===== src/hdl/dod_pkg.sv =====
// Shared types and code constants for the delta-of-delta timestamp encoder.
package dod_pkg;

  localparam int unsigned TIME_W = 64;
  localparam int unsigned LEN_W  = 7;
  localparam int unsigned DATA_W = 72;  // code_bits + code_length, padded to bytes

  // Code lengths
  localparam logic [LEN_W-1:0] LEN_ZERO = 7'd1;
  localparam logic [LEN_W-1:0] LEN_7    = 7'd9;
  localparam logic [LEN_W-1:0] LEN_9    = 7'd12;
  localparam logic [LEN_W-1:0] LEN_12   = 7'd16;
  localparam logic [LEN_W-1:0] LEN_FRST = 7'd32;
  localparam logic [LEN_W-1:0] LEN_ESC  = 7'd36;
  localparam logic [LEN_W-1:0] LEN_HDR  = 7'd64;

  // Size prefixes, already placed above the value field
  localparam logic [TIME_W-1:0] PFX_7   = 64'h0000_0000_0000_0100;
  localparam logic [TIME_W-1:0] PFX_9   = 64'h0000_0000_0000_0C00;
  localparam logic [TIME_W-1:0] PFX_12  = 64'h0000_0000_0000_E000;
  localparam logic [TIME_W-1:0] PFX_ESC = 64'h0000_000F_0000_0000;

  // Delta stage to encode stage
  typedef struct packed {
    logic              valid;
    logic              first;
    logic [TIME_W-1:0] delta;
  } delta_t;

  // Encode stage to output register
  typedef struct packed {
    logic              valid;
    logic [TIME_W-1:0] bits;
    logic [LEN_W-1:0]  len;
    logic              ovf;
    logic              last;
  } result_t;

endpackage


===== src/hdl/delta_of_delta_timestamp_encoder_top.sv =====
// Top level of the delta-of-delta timestamp encoder.
//
// Input channel (in_*): one 64-bit timestamp per beat on in_tdata.
// Output channel (out_*): one code word per beat; out_tdata carries the
// right-aligned code bits and their length, out_tuser flags an escape
// word whose 32-bit value lost high bits, out_tlast marks the final beat
// caused by an input timestamp.
// Configuration: cfg_wr_en with cfg_wr_data loads the block start time,
// used for the header and the first delta after reset.
// A timestamp is taken into the delta register, passes the encode logic
// and is then captured in the output register, from which its beat is
// offered on out_*. Throughput: one timestamp per cycle while out_tready
// is high; the first timestamp after reset produces two beats (header, then
// first delta) and so occupies the encode stage for both beats.
// Path: delta register, encode logic, output register; ready runs
// combinationally from out_tready back to in_tready, so a stalled receiver
// fills both registers and then drops in_tready, losing nothing.
// Reset (rst_n low, synchronous) empties all stages, clears the previous
// time and delta and re-arms the header for the next timestamp.
module delta_of_delta_timestamp_encoder_top (
  input  logic                       clk,
  input  logic                       rst_n,
  input  logic                       in_tvalid,
  output logic                       in_tready,
  input  logic [dod_pkg::TIME_W-1:0] in_tdata,   // [63:0] sample_time
  output logic                       out_tvalid,
  input  logic                       out_tready,
  output logic [dod_pkg::DATA_W-1:0] out_tdata,  // [63:0] code_bits, [70:64] code_length, [71] zero
  output logic                       out_tuser,  // [0] overflow
  output logic                       out_tlast,
  input  logic                       cfg_wr_en,
  input  logic [dod_pkg::TIME_W-1:0] cfg_wr_data
);

  logic [dod_pkg::TIME_W-1:0] block_start_r;
  dod_pkg::delta_t            dlt;
  logic                       dlt_ready;
  dod_pkg::result_t           res;
  logic                       res_ready;

  always_ff @(posedge clk) begin
    if (!rst_n) begin
      block_start_r <= '0;
    end else if (cfg_wr_en) begin
      block_start_r <= cfg_wr_data;
    end
  end

  dod_delta u_delta (
    .clk         (clk),
    .rst_n       (rst_n),
    .in_valid    (in_tvalid),
    .in_ready    (in_tready),
    .in_time     (in_tdata),
    .block_start (block_start_r),
    .dlt         (dlt),
    .dlt_ready   (dlt_ready)
  );

  dod_encode u_encode (
    .clk         (clk),
    .rst_n       (rst_n),
    .dlt         (dlt),
    .dlt_ready   (dlt_ready),
    .block_start (block_start_r),
    .res         (res),
    .res_ready   (res_ready)
  );

  dod_out u_out (
    .clk        (clk),
    .rst_n      (rst_n),
    .res        (res),
    .res_ready  (res_ready),
    .out_tvalid (out_tvalid),
    .out_tready (out_tready),
    .out_tdata  (out_tdata),
    .out_tuser  (out_tuser),
    .out_tlast  (out_tlast)
  );

`ifndef SYNTHESIS
  // only the header beat leaves an item unfinished
  a_hdr_not_last: assert property (@(posedge clk) disable iff (!rst_n)
    out_tvalid && !out_tlast |-> out_tdata[70:64] == dod_pkg::LEN_HDR)
    else $error("non-last beat is not a header");

  // overflow appears only on escape words
  a_ovf_escape: assert property (@(posedge clk) disable iff (!rst_n)
    out_tvalid && out_tuser |-> out_tdata[70:64] == dod_pkg::LEN_ESC)
    else $error("overflow on a non-escape word");

  // a header beat taken is followed by the first delta
  a_hdr_then_first: assert property (@(posedge clk) disable iff (!rst_n)
    u_encode.take && u_encode.is_hdr |=> res.valid && res.len == dod_pkg::LEN_FRST)
    else $error("header not followed by first delta");

  // the single zero bit carries no set bits
  a_zero_code: assert property (@(posedge clk) disable iff (!rst_n)
    out_tvalid && out_tdata[70:64] == dod_pkg::LEN_ZERO |-> out_tdata[63:0] == '0)
    else $error("one-bit code is not zero");
`endif

endmodule


===== src/hdl/dod_delta.sv =====
// Input register stage: registers a timestamp's delta from the last one or block start.
module dod_delta (
  input  logic                       clk,
  input  logic                       rst_n,
  input  logic                       in_valid,
  output logic                       in_ready,
  input  logic [dod_pkg::TIME_W-1:0] in_time,
  input  logic [dod_pkg::TIME_W-1:0] block_start,
  output dod_pkg::delta_t            dlt,
  input  logic                       dlt_ready
);

  logic                       d_valid_r;
  logic                       d_first_r;
  logic [dod_pkg::TIME_W-1:0] d_delta_r;
  logic                       first_pending_r;
  logic [dod_pkg::TIME_W-1:0] prev_time_r;
  logic                       accept;
  logic [dod_pkg::TIME_W-1:0] base;

  assign in_ready = !d_valid_r || dlt_ready;
  assign accept   = in_valid && in_ready;
  // first item measures from the block start, later ones from the previous sample
  assign base     = first_pending_r ? block_start : prev_time_r;

  always_ff @(posedge clk) begin
    if (!rst_n) begin
      d_valid_r       <= 1'b0;
      first_pending_r <= 1'b1;
      prev_time_r     <= '0;
    end else begin
      if (accept) begin
        d_valid_r       <= 1'b1;
        first_pending_r <= 1'b0;
        prev_time_r     <= in_time;
      end else if (dlt_ready) begin
        d_valid_r <= 1'b0;
      end
    end
  end

  always_ff @(posedge clk) begin
    if (accept) begin
      d_first_r <= first_pending_r;
      d_delta_r <= in_time - base;
    end
  end

  assign dlt.valid = d_valid_r;
  assign dlt.first = d_first_r;
  assign dlt.delta = d_delta_r;

endmodule


===== src/hdl/dod_encode.sv =====
// Encode stage: delta-of-delta, zigzag, size class and the two-beat first item.
module dod_encode (
  input  logic                       clk,
  input  logic                       rst_n,
  input  dod_pkg::delta_t            dlt,
  output logic                       dlt_ready,
  input  logic [dod_pkg::TIME_W-1:0] block_start,
  output dod_pkg::result_t           res,
  input  logic                       res_ready
);

  logic                       hdr_done_r;
  logic [dod_pkg::TIME_W-1:0] prev_delta_r;
  logic [dod_pkg::TIME_W-1:0] dd;
  logic [dod_pkg::TIME_W-1:0] zz;
  logic                       take;
  logic                       is_hdr;

  assign dd     = dlt.delta - prev_delta_r;
  assign zz     = {dd[dod_pkg::TIME_W-2:0], 1'b0} ^ {dod_pkg::TIME_W{dd[dod_pkg::TIME_W-1]}};
  assign is_hdr = dlt.first && !hdr_done_r;
  assign take   = dlt.valid && res_ready;
  // hold the first item for a second beat after its header
  assign dlt_ready = res_ready && !is_hdr;

  always_comb begin
    res.valid = dlt.valid;
    res.bits  = '0;
    res.len   = dod_pkg::LEN_ZERO;
    res.ovf   = 1'b0;
    res.last  = 1'b1;
    if (is_hdr) begin
      res.bits = block_start;
      res.len  = dod_pkg::LEN_HDR;
      res.last = 1'b0;
    end else if (dlt.first) begin
      res.bits = {32'd0, dlt.delta[31:0]};
      res.len  = dod_pkg::LEN_FRST;
    end else if (dd == '0) begin
      res.bits = '0;
      res.len  = dod_pkg::LEN_ZERO;
    end else if (zz[63:7] == '0) begin
      res.bits = zz | dod_pkg::PFX_7;
      res.len  = dod_pkg::LEN_7;
    end else if (zz[63:9] == '0) begin
      res.bits = zz | dod_pkg::PFX_9;
      res.len  = dod_pkg::LEN_9;
    end else if (zz[63:12] == '0) begin
      res.bits = zz | dod_pkg::PFX_12;
      res.len  = dod_pkg::LEN_12;
    end else begin
      res.bits = dod_pkg::PFX_ESC | {32'd0, zz[31:0]};
      res.len  = dod_pkg::LEN_ESC;
      res.ovf  = (zz[63:32] != '0);
    end
  end

  always_ff @(posedge clk) begin
    if (!rst_n) begin
      hdr_done_r   <= 1'b0;
      prev_delta_r <= '0;
    end else if (take) begin
      if (is_hdr) begin
        hdr_done_r <= 1'b1;
      end else begin
        hdr_done_r   <= 1'b0;
        prev_delta_r <= dlt.delta;
      end
    end
  end

endmodule


===== src/hdl/dod_out.sv =====
// Output register: holds one result beat for the downstream receiver.
module dod_out (
  input  logic                       clk,
  input  logic                       rst_n,
  input  dod_pkg::result_t           res,
  output logic                       res_ready,
  output logic                       out_tvalid,
  input  logic                       out_tready,
  output logic [dod_pkg::DATA_W-1:0] out_tdata,
  output logic                       out_tuser,
  output logic                       out_tlast
);

  logic                       o_valid_r;
  logic [dod_pkg::TIME_W-1:0] o_bits_r;
  logic [dod_pkg::LEN_W-1:0]  o_len_r;
  logic                       o_ovf_r;
  logic                       o_last_r;

  assign res_ready = !o_valid_r || out_tready;

  always_ff @(posedge clk) begin
    if (!rst_n) begin
      o_valid_r <= 1'b0;
    end else if (res_ready) begin
      o_valid_r <= res.valid;
    end
  end

  always_ff @(posedge clk) begin
    if (res_ready && res.valid) begin
      o_bits_r <= res.bits;
      o_len_r  <= res.len;
      o_ovf_r  <= res.ovf;
      o_last_r <= res.last;
    end
  end

  assign out_tvalid = o_valid_r;
  assign out_tdata  = {1'b0, o_len_r, o_bits_r};
  assign out_tuser  = o_ovf_r;
  assign out_tlast  = o_last_r;

endmodule

===== config.mk =====
export PLATFORM = sky130hd
export DESIGN_NAME = delta_of_delta_timestamp_encoder_top
export DESIGN_NICKNAME = d
export VERILOG_FILES = /design/src/hdl/dod_pkg.sv /design/src/hdl/delta_of_delta_timestamp_encoder_top.sv /design/src/hdl/dod_delta.sv /design/src/hdl/dod_encode.sv /design/src/hdl/dod_out.sv
export SDC_FILE = /design/constraint.sdc
export NUM_CORES = 1
export LEC_CHECK = 0
export BUFFER_PORTS_ARGS = -buffer_cell sky130_fd_sc_hd__buf_4
export CAP_MARGIN = 20
export CORE_MARGIN = 4
export CORE_UTILIZATION = 50
export CTS_CLUSTER_SIZE = 28
export DETAILED_ROUTE_END_ITERATION = 10
export GPL_TIMING_DRIVEN = 0
export PLACE_DENSITY_LB_ADDON = 0.1
export SLEW_MARGIN = 0
export SYNTH_ARGS = -nofsm -noshare
export SYNTH_HDL_FRONTEND = slang
export SYNTH_SLANG_ARGS = --single-unit

===== constraint.sdc =====
create_clock -name clk -period 4.5 [get_ports clk]
set_clock_uncertainty 0.05 [all_clocks]
set_input_delay 0.9 -clock clk [delete_from_list [all_inputs] [get_ports clk]]
set_output_delay 0.9 -clock clk [all_outputs]
set_load 0.02 [all_outputs]

==> impl_metrics.xml, run 1 <==
<?xml version="1.0" encoding="UTF-8"?>
<metrics>
  <group name="sta">
    <metric name="worst_slew_margin_rel" unit="%">20.47</metric>
    <metric name="timing.setup.tns" unit="ps">-21640</metric>
    <metric name="tightestPinTransition" unit="ps">1193</metric>
    <metric name="final-hold-violation-count" unit="">0</metric>
    <metric name="timing.fmax" unit="GHz">0.1966</metric>
    <metric name="fin_hold_ws" unit="ps">409.1</metric>
    <metric name="rsz0062_at_grt" unit="">yes</metric>
    <metric name="min_period_over_period" unit="%">113.0</metric>
    <metric name="final_period_minus_worst_setup_slack" unit="ps">5087</metric>
    <metric name="timing.final.setup_violations" unit="">42</metric>
    <metric name="final.setup.worst_slack" unit="ps">-587.1</metric>
    <metric name="maxSlewViolCount" unit="">0</metric>
  </group>
  <group name="route">
    <metric name="detailedRoute.firstIterationViolations" unit="">2078</metric>
    <metric name="post_detailed_route_wirelength_per_cell" unit="microns">22.54</metric>
    <metric name="dr.pass1.iters" unit="">6</metric>
    <metric name="vias_per_cell" unit="">6.005</metric>
    <metric name="drc_errors" unit="">0</metric>
    <metric name="detailroute.via_count" unit="">21102</metric>
    <metric name="ant_nets" unit="">0</metric>
    <metric name="postRouteWirelength" unit="microns">79220</metric>
  </group>
  <group name="global_routing">
    <metric name="grt_antenna_before_repair" unit="">2</metric>
    <metric name="grt_max_degree" unit="">67</metric>
    <metric name="global_route.peak_usage_layer" unit="">met2</metric>
    <metric name="grt_pass1_vias" unit="">19966</metric>
    <metric name="gr-usage-all-layers" unit="%">31.77</metric>
    <metric name="grt_overflow_total" unit="">0</metric>
    <metric name="grtUsageMet3" unit="%">6.798</metric>
    <metric name="grt_first_pass_wirelength" unit="microns">118200</metric>
    <metric name="globalRouteMet1Util" unit="%">46.20</metric>
    <metric name="grtUsageMet2" unit="%">47.30</metric>
  </group>
  <group name="synth">
    <metric name="synth.avg_cell_area" unit="sq um">8.695</metric>
    <metric name="yosysTopAreaCellShare" unit="%">18.19</metric>
    <metric name="synth_top_cell_by_area" unit="">edfxtp_1</metric>
    <metric name="seq_area_frac_synth" unit="%">35.54</metric>
    <metric name="post_synth_inst_count" unit="">2601</metric>
    <metric name="synthDistinctLibCells" unit="">101</metric>
    <metric name="synth_xor_area_share" unit="%">5.228</metric>
    <metric name="synth.mux.area_fraction" unit="%">7.220</metric>
    <metric name="yosysWarnings" unit="">0</metric>
    <metric name="synth_edf_count" unit="">137</metric>
    <metric name="synthArstFlopShare" unit="%">0</metric>
    <metric name="synth-main-ff-cell" unit="">dfxtp_1</metric>
    <metric name="most_used_standard_cells_in_the_synthesized_netlist" unit="">nand2_1 (405), dfxtp_1 (196), mux2i_1 (162), a21oi_1 (146), edfxtp_1 (137)</metric>
    <metric name="synth.cell_area" unit="sq um">22620</metric>
    <metric name="dominant_combinational_cell_family_by_area_after_synthesis" unit="">compound AO/OA/AOI/OAI gates</metric>
    <metric name="synth_fa_ha_area_share" unit="%">7.203</metric>
    <metric name="synth-simple-area-share" unit="%">19.07</metric>
    <metric name="ys_seq_elements" unit="">333</metric>
    <metric name="post_synth_main_area_contributors" unit="">edfxtp_1 (18%), dfxtp_1 (17%), mux2i_1 (7.2%), ha_1 (7.0%), nand2_1 (6.7%)</metric>
    <metric name="synth-compound-area-share" unit="%">21.46</metric>
    <metric name="synthMostInstantiatedCell" unit="">nand2_1</metric>
  </group>
  <group name="clock_network">
    <metric name="clk_root_buffer_cell" unit="">clkbuf_16</metric>
    <metric name="cts_htree_levels" unit="">2</metric>
    <metric name="hold_buf_count_cts" unit="">0</metric>
    <metric name="clkSlewWorstSetupHoldPaths" unit="ps">60</metric>
    <metric name="clock_tree_from_tritoncts" unit="">yes</metric>
    <metric name="cts_max_path_buffers" unit="">3</metric>
    <metric name="clk-insertion-delay-late" unit="ps">560</metric>
    <metric name="cts_num_sinks" unit="">333</metric>
    <metric name="clock_buffers_created_by_tritoncts" unit="">38</metric>
  </group>
  <group name="placement">
    <metric name="numPlacedInstances" unit="">3402</metric>
    <metric name="dp_hpwl" unit="microns">61110</metric>
    <metric name="gp_congestion" unit="">0.9382</metric>
    <metric name="placement.io_buffers" unit="">204</metric>
  </group>
  <group name="floorplan">
    <metric name="die_width" unit="microns">220.7</metric>
    <metric name="start_util" unit="%">50.81</metric>
    <metric name="core_region_area" unit="sq um">44510</metric>
    <metric name="io-pin-count" unit="">209</metric>
    <metric name="floorplan.die_area" unit="sq um">48700</metric>
    <metric name="dieHeight" unit="microns">220.7</metric>
    <metric name="floorplan.rows" unit="">77</metric>
  </group>
  <group name="final_layout">
    <metric name="finalCoreUtilization" unit="%">62.15</metric>
    <metric name="layout-area-overhead-vs-synth" unit="%">22.32</metric>
    <metric name="diode_insertion_count_for_antenna_repair" unit="">0</metric>
    <metric name="final-instance-count-excl-fill" unit="">3514</metric>
    <metric name="finish.net_count" unit="">3155</metric>
    <metric name="drive_gt1_share" unit="%">18.00</metric>
  </group>
  <group name="job">
    <metric name="drv.max_cap_violation_count" unit="">0</metric>
  </group>
  <group name="setup_path">
    <metric name="cp.required" unit="ps">4760</metric>
    <metric name="critical_path_class" unit="">register to register</metric>
    <metric name="setup.worst_path.start_class" unit="">register</metric>
    <metric name="r2r_start" unit="">u_delta.d_delta_r[1]</metric>
    <metric name="ff2ff_setup_slack" unit="ps">-590</metric>
    <metric name="setup.worst_path.end_class" unit="">register</metric>
    <metric name="crit_start" unit="">u_delta.d_delta_r[1]</metric>
    <metric name="worst-path-max-fanout" unit="">8</metric>
    <metric name="worst-endpoint-arrival" unit="ps">5350</metric>
  </group>
  <group name="power_and_ir_drop">
    <metric name="power_density" unit="nW/um^2">424.7</metric>
    <metric name="overall_power" unit="mW">11.75</metric>
    <metric name="irDropWorstVdd" unit="uV">378.9</metric>
    <metric name="leakagePower" unit="nW">10.97</metric>
  </group>
  <group name="min_path">
    <metric name="worstHoldPathType" unit="">register to register</metric>
    <metric name="source_of_the_worst_hold_timing_path" unit="">u_delta.prev_time_r[53]</metric>
  </group>
  <group name="run_status">
    <metric name="violations" unit="">setup timing</metric>
    <metric name="run_status" unit="">finished with violations</metric>
  </group>
</metrics>
worst max-delay path, stage by stage (launching register included):
cell and delay, ps:
edfxtp_1 470, ha_1 320, nor2b_1 150, o31a_1 340
o211a_1 280, o311ai_4 290, buf_6 170, and2_4 140
buf_6 140, o221ai_1 220, a21o_1 250, xnor2_1 240
nor4bb_1 950, a21o_1 250, o2111a_2 340, buf_12 150
o21ai_2 50
cell usage in the layout, fill, tap and decap left out, drive strengths merged, types with 15 or more instances in the layout:
| master | instances |
|---|---|
| nor2b | 83 |
| o21a | 41 |
| nand4 | 51 |
| inv | 108 |
| o22ai | 17 |
| nor2 | 112 |
| nand3 | 41 |
| mux2i | 162 |
| ha | 127 |
| a21oi | 149 |
| clkbuf | 136 |
| o21ai | 115 |
| dfxtp | 196 |
| nand2b | 21 |
| and3 | 54 |
| buf | 306 |
| a21o | 79 |
| a21boi | 137 |
| xor2 | 43 |
| nand2 | 406 |
| a211oi | 19 |
| nor3 | 37 |
| o211ai | 18 |
| xnor2 | 92 |
| and2 | 15 |
| edfxtp | 137 |
final timing paths:
path | endpoint | cells after the start
worst max-delay path | u_out.o_bits_r[35] | 16
worst min-delay path | u_delta.prev_time_r[53] | 2
worst max register to register | u_out.o_bits_r[35] | 16
worst min register to register | u_delta.prev_time_r[53] | 2
cell families after synthesis:
group | after synthesis
buffers and inverters | 243
muxes | 163
other | 1
DFF | 333
AOI/OAI and AO/OA | 706
adders and majority gates | 129
xor gates and xnor gates | 135
and+or+nand+nor | 891
report_power, final:
group          internal [mW]  total, mW  switching, mW
clock network           1.79       3.08           1.30
logic                   1.92       4.92           3.01
registers               3.50       3.74          0.237
total                   7.20       11.7           4.55
sequential cells by signal (all words and copies together) (netlist names):
register	flops
u_encode.prev_delta_r	64
u_delta.d_first_r	1
u_out.out_tuser	1
u_delta.d_delta_r	64
u_out.o_len_r	6
u_delta.d_valid_r	1
u_out.out_tlast	1
u_out.out_tvalid	1
block_start_r	64
u_encode.hdr_done_r	1
u_delta.first_pending_r	1
u_delta.prev_time_r	64
u_out.o_bits_r	64
metrics by stage:
step | setup WS (ps) | cell area, sq um
6_report | -587.1 | 27660
5_1_grt | -666.6 | 27660
4_1_cts | -509.9 | 27210
3_5_place_dp | -2027 | 24990
3_3_place_gp | -2037 | 24910
2_1_floorplan | 3.966 | 22630
per-layer routing:
| metal | part of all wire, % | vias to the layer above |
|---|---|---|
| met5 | 0.040 | - |
| met4 | 3.3 | 4 |
| met3 | 8.7 | 143 |
| met2 | 43 | 820 |
| met1 | 45 | 10146 |
| li1 | - | 9989 |
cell type report:
class	instances	area, sq um
Tap cell	592	740.7
Multi-Input combinational cell	2026	14530
Clock buffer	54	1072
Fill cell	3856	16850
Timing Repair Buffer	262	2085
Sequential cell	333	8038
Buffer	126	654.4
Inverter	106	400.4
Clock inverter	15	142.6
timing repair:
action                     in CTS  in global routing
gates cloned                    2                  0
resized for setup             169                 70
pin swaps                      34                 44
buffers inserted               39                 15
setup endpoints to repair      83                 58
(Power assumes the default switching activity.)
==> run 2: changes to the inputs <==
- CORE_MARGIN: 4 -> 1
==> run 2 against run 1 <==
Compared with the run above:
- non-clock buffer count decreased by 12
- first-iteration DRC count decreased by 3.4%
- critical path type unchanged
- worst hold slack improved by 1.5 ps
- clock power increased by 3%
- global-route usage increased by 1.2 points
- utilization decreased by 0.17 points
- cell count decreased by 0.34%
- the run still ends with setup timing left
==> impl_metrics.xml, run 2 (same netlist as run 1, synthesis figures left out) <==
<?xml version="1.0" encoding="UTF-8"?>
<metrics>
  <group name="run_status">
    <metric name="run_status" unit="">finished with violations</metric>
    <metric name="violations" unit="">setup timing</metric>
  </group>
  <group name="clock_network">
    <metric name="clk_root_buffer_cell" unit="">clkbuf_16</metric>
    <metric name="clock_buffers_created_by_tritoncts" unit="">38</metric>
    <metric name="clkSlewWorstSetupHoldPaths" unit="ps">60</metric>
    <metric name="clock_tree_from_tritoncts" unit="">yes</metric>
    <metric name="cts_max_path_buffers" unit="">3</metric>
    <metric name="cts_num_sinks" unit="">333</metric>
    <metric name="cts_htree_levels" unit="">2</metric>
    <metric name="clk-insertion-delay-late" unit="ps">570</metric>
  </group>
  <group name="route">
    <metric name="ant_nets" unit="">0</metric>
    <metric name="drc_errors" unit="">0</metric>
    <metric name="post_detailed_route_wirelength_per_cell" unit="microns">22.22</metric>
    <metric name="postRouteWirelength" unit="microns">77800</metric>
    <metric name="detailedRoute.firstIterationViolations" unit="">2007</metric>
    <metric name="vias_per_cell" unit="">5.995</metric>
    <metric name="detailroute.via_count" unit="">20994</metric>
    <metric name="dr.pass1.iters" unit="">5</metric>
  </group>
  <group name="sta">
    <metric name="final_period_minus_worst_setup_slack" unit="ps">5053</metric>
    <metric name="timing.fmax" unit="GHz">0.1979</metric>
    <metric name="rsz0062_at_grt" unit="">yes</metric>
    <metric name="final-hold-violation-count" unit="">0</metric>
    <metric name="worst_slew_margin_rel" unit="%">23.36</metric>
    <metric name="final.setup.worst_slack" unit="ps">-552.9</metric>
    <metric name="fin_hold_ws" unit="ps">410.6</metric>
    <metric name="timing.setup.tns" unit="ps">-18450</metric>
    <metric name="timing.final.setup_violations" unit="">42</metric>
    <metric name="tightestPinTransition" unit="ps">1150</metric>
    <metric name="maxSlewViolCount" unit="">0</metric>
    <metric name="min_period_over_period" unit="%">112.3</metric>
  </group>
  <group name="floorplan">
    <metric name="floorplan.rows" unit="">77</metric>
    <metric name="start_util" unit="%">50.92</metric>
    <metric name="die_width" unit="microns">214.7</metric>
    <metric name="core_region_area" unit="sq um">44410</metric>
    <metric name="floorplan.die_area" unit="sq um">46090</metric>
    <metric name="io-pin-count" unit="">209</metric>
    <metric name="dieHeight" unit="microns">214.7</metric>
  </group>
  <group name="min_path">
    <metric name="hold-path-cell-count" unit="">2</metric>
    <metric name="worstHoldPathType" unit="">register to register</metric>
    <metric name="source_of_the_worst_hold_timing_path" unit="">u_delta.prev_time_r[29]</metric>
    <metric name="hold-path-endpoint" unit="">u_delta.prev_time_r[29]</metric>
  </group>
  <group name="global_routing">
    <metric name="grt_pass1_vias" unit="">19963</metric>
    <metric name="grt_first_pass_wirelength" unit="microns">116700</metric>
    <metric name="gr-usage-all-layers" unit="%">32.97</metric>
    <metric name="grt_max_degree" unit="">66</metric>
    <metric name="grt_antenna_before_repair" unit="">2</metric>
    <metric name="grt_overflow_total" unit="">0</metric>
  </group>
  <group name="setup_path">
    <metric name="cp.required" unit="ps">4830</metric>
    <metric name="timing.reg2reg.worst_path_depth" unit="">14</metric>
    <metric name="crit-reg2reg-capture" unit="">u_out.o_bits_r[8]</metric>
    <metric name="crit_path_top_delay_cell" unit="">o21ai_1</metric>
    <metric name="timing.critical_path.slowest_cell_delay" unit="ps">610</metric>
    <metric name="ff2ff_setup_slack" unit="ps">-550</metric>
    <metric name="worst-path-max-fanout" unit="">8</metric>
    <metric name="setup.worst_path.end_class" unit="">register</metric>
    <metric name="setup.worst_path.start_class" unit="">register</metric>
    <metric name="timing.critical_path.mode_cell" unit="">o21ai_1</metric>
    <metric name="critical_path_class" unit="">register to register</metric>
    <metric name="r2r_start" unit="">u_delta.d_delta_r[1]</metric>
    <metric name="crit_path_cell_trace" unit="">ha_1, nor2b_1, o31a_1, buf_4, o311ai_1, nand2_2, o21ai_1, o21bai_1, xnor2_1, or3_1, or4_1, o21ai_1, o2111ai_1, a31oi_1</metric>
    <metric name="worst-endpoint-arrival" unit="ps">5390</metric>
  </group>
  <group name="power_and_ir_drop">
    <metric name="irDropWorstVdd" unit="uV">319.5</metric>
    <metric name="leakagePower" unit="nW">10.92</metric>
    <metric name="power_density" unit="nW/um^2">428.8</metric>
  </group>
  <group name="final_layout">
    <metric name="seq_area" unit="sq um">8039</metric>
    <metric name="layout.cells.most_common_list" unit="">nand2_1 (391), buf_4 (243), dfxtp_1 (195)</metric>
    <metric name="fill_cells" unit="">3928</metric>
    <metric name="multi_input_comb_area" unit="sq um">14470</metric>
    <metric name="finish.net_count" unit="">3143</metric>
    <metric name="layout-area-overhead-vs-synth" unit="%">21.71</metric>
    <metric name="final-instance-count-excl-fill" unit="">3502</metric>
    <metric name="drive_gt1_share" unit="%">17.26</metric>
    <metric name="mostFrequentLayoutCell" unit="">nand2_1</metric>
  </group>
  <group name="job">
    <metric name="drv.max_cap_violation_count" unit="">0</metric>
  </group>
  <group name="placement">
    <metric name="numPlacedInstances" unit="">3401</metric>
    <metric name="dp_hpwl" unit="microns">60490</metric>
    <metric name="gp_congestion" unit="">0.9921</metric>
    <metric name="placement.io_buffers" unit="">204</metric>
  </group>
</metrics>
[run 2: cell types whose count changed in the layout (fill, tap and decap cells not counted), sizes merged]
cell	delta
buf	-9
bufinv	+2
clkbuf	-5
clkinv	+1
diode	+1
inv	-2
[run 2: worst max-delay path by stage]
stage | from | end | depth (start not counted)
2_1_floorplan | u_delta.d_delta_r[1] | u_out.o_len_r[5] | 18
3_3_place_gp | u_delta.d_delta_r[10] | u_out.o_bits_r[12] | 19
3_5_place_dp | u_delta.d_delta_r[24] | u_out.o_bits_r[6] | 20
4_1_cts | u_delta.d_delta_r[0] | u_out.o_len_r[5] | 21
5_1_grt | u_delta.d_delta_r[7] | u_out.o_len_r[5] | 19
6_report | u_delta.d_delta_r[1] | u_out.o_bits_r[8] | 14
[run 2: repair_timing]
item / CTS / global route
hold buffers: 0 / 0
resized for setup: 175 / 62
pin swaps: 45 / 36
endpoints found under the setup margin: 88 / 56
gates cloned: 3 / 0
setup buffers: 34 / 9
[run 2: report_power, final]
group / internal (mW) / switching, mW
clock: 1.88 / 1.27
combinational: 1.89 / 3.01
sequential: 3.50 / 0.242
total: 7.28 / 4.52
[run 2: routing by layer]
metal / vias to the layer above / wire (microns) / GRT usage [%]
met4: 0 / 2737 / 12.48
met2: 853 / 32970 / 48.80
li1: 9938 / - / -
met1: 10068 / 35250 / 47.22
met3: 135 / 6846 / 6.397
met5: - / 0 / 0
[run 2: cell type report]
cell class	count	area share [%]
antenna	1	0.009090
sequential	333	29.20
inverter	106	1.454
buffer	125	2.291
clock inverter	16	0.6636
clock buffer	52	3.868
timing repair buffer	251	7.263
multi-input combinational	2026	52.56
tap	592	2.691
[run 2: through the flow]
stage / worst slack, ps / cell area (sq um) / utilization [%] / total power [mW]
CTS: -505.5 / 27280 / 61.41 / 11.57
floorplan: 3.966 / 22630 / - / 6.611
finish: -552.9 / 27530 / 61.98 / 11.80
detailed placement: -2248 / 24980 / 56.24 / 7.970
global route: -677.6 / 27530 / 61.97 / 12.31
global placement: -2149 / 24910 / 56.08 / 7.935
[run 2: worst max-delay path: cells and delay by family (launching register included)]
kind	cells	cell delay (ps)
flops	1	480
xor+xnor	1	270
buf+inv	1	180
simple gates	4	1310
compound gates	7	2240
fa+ha+maj	1	320
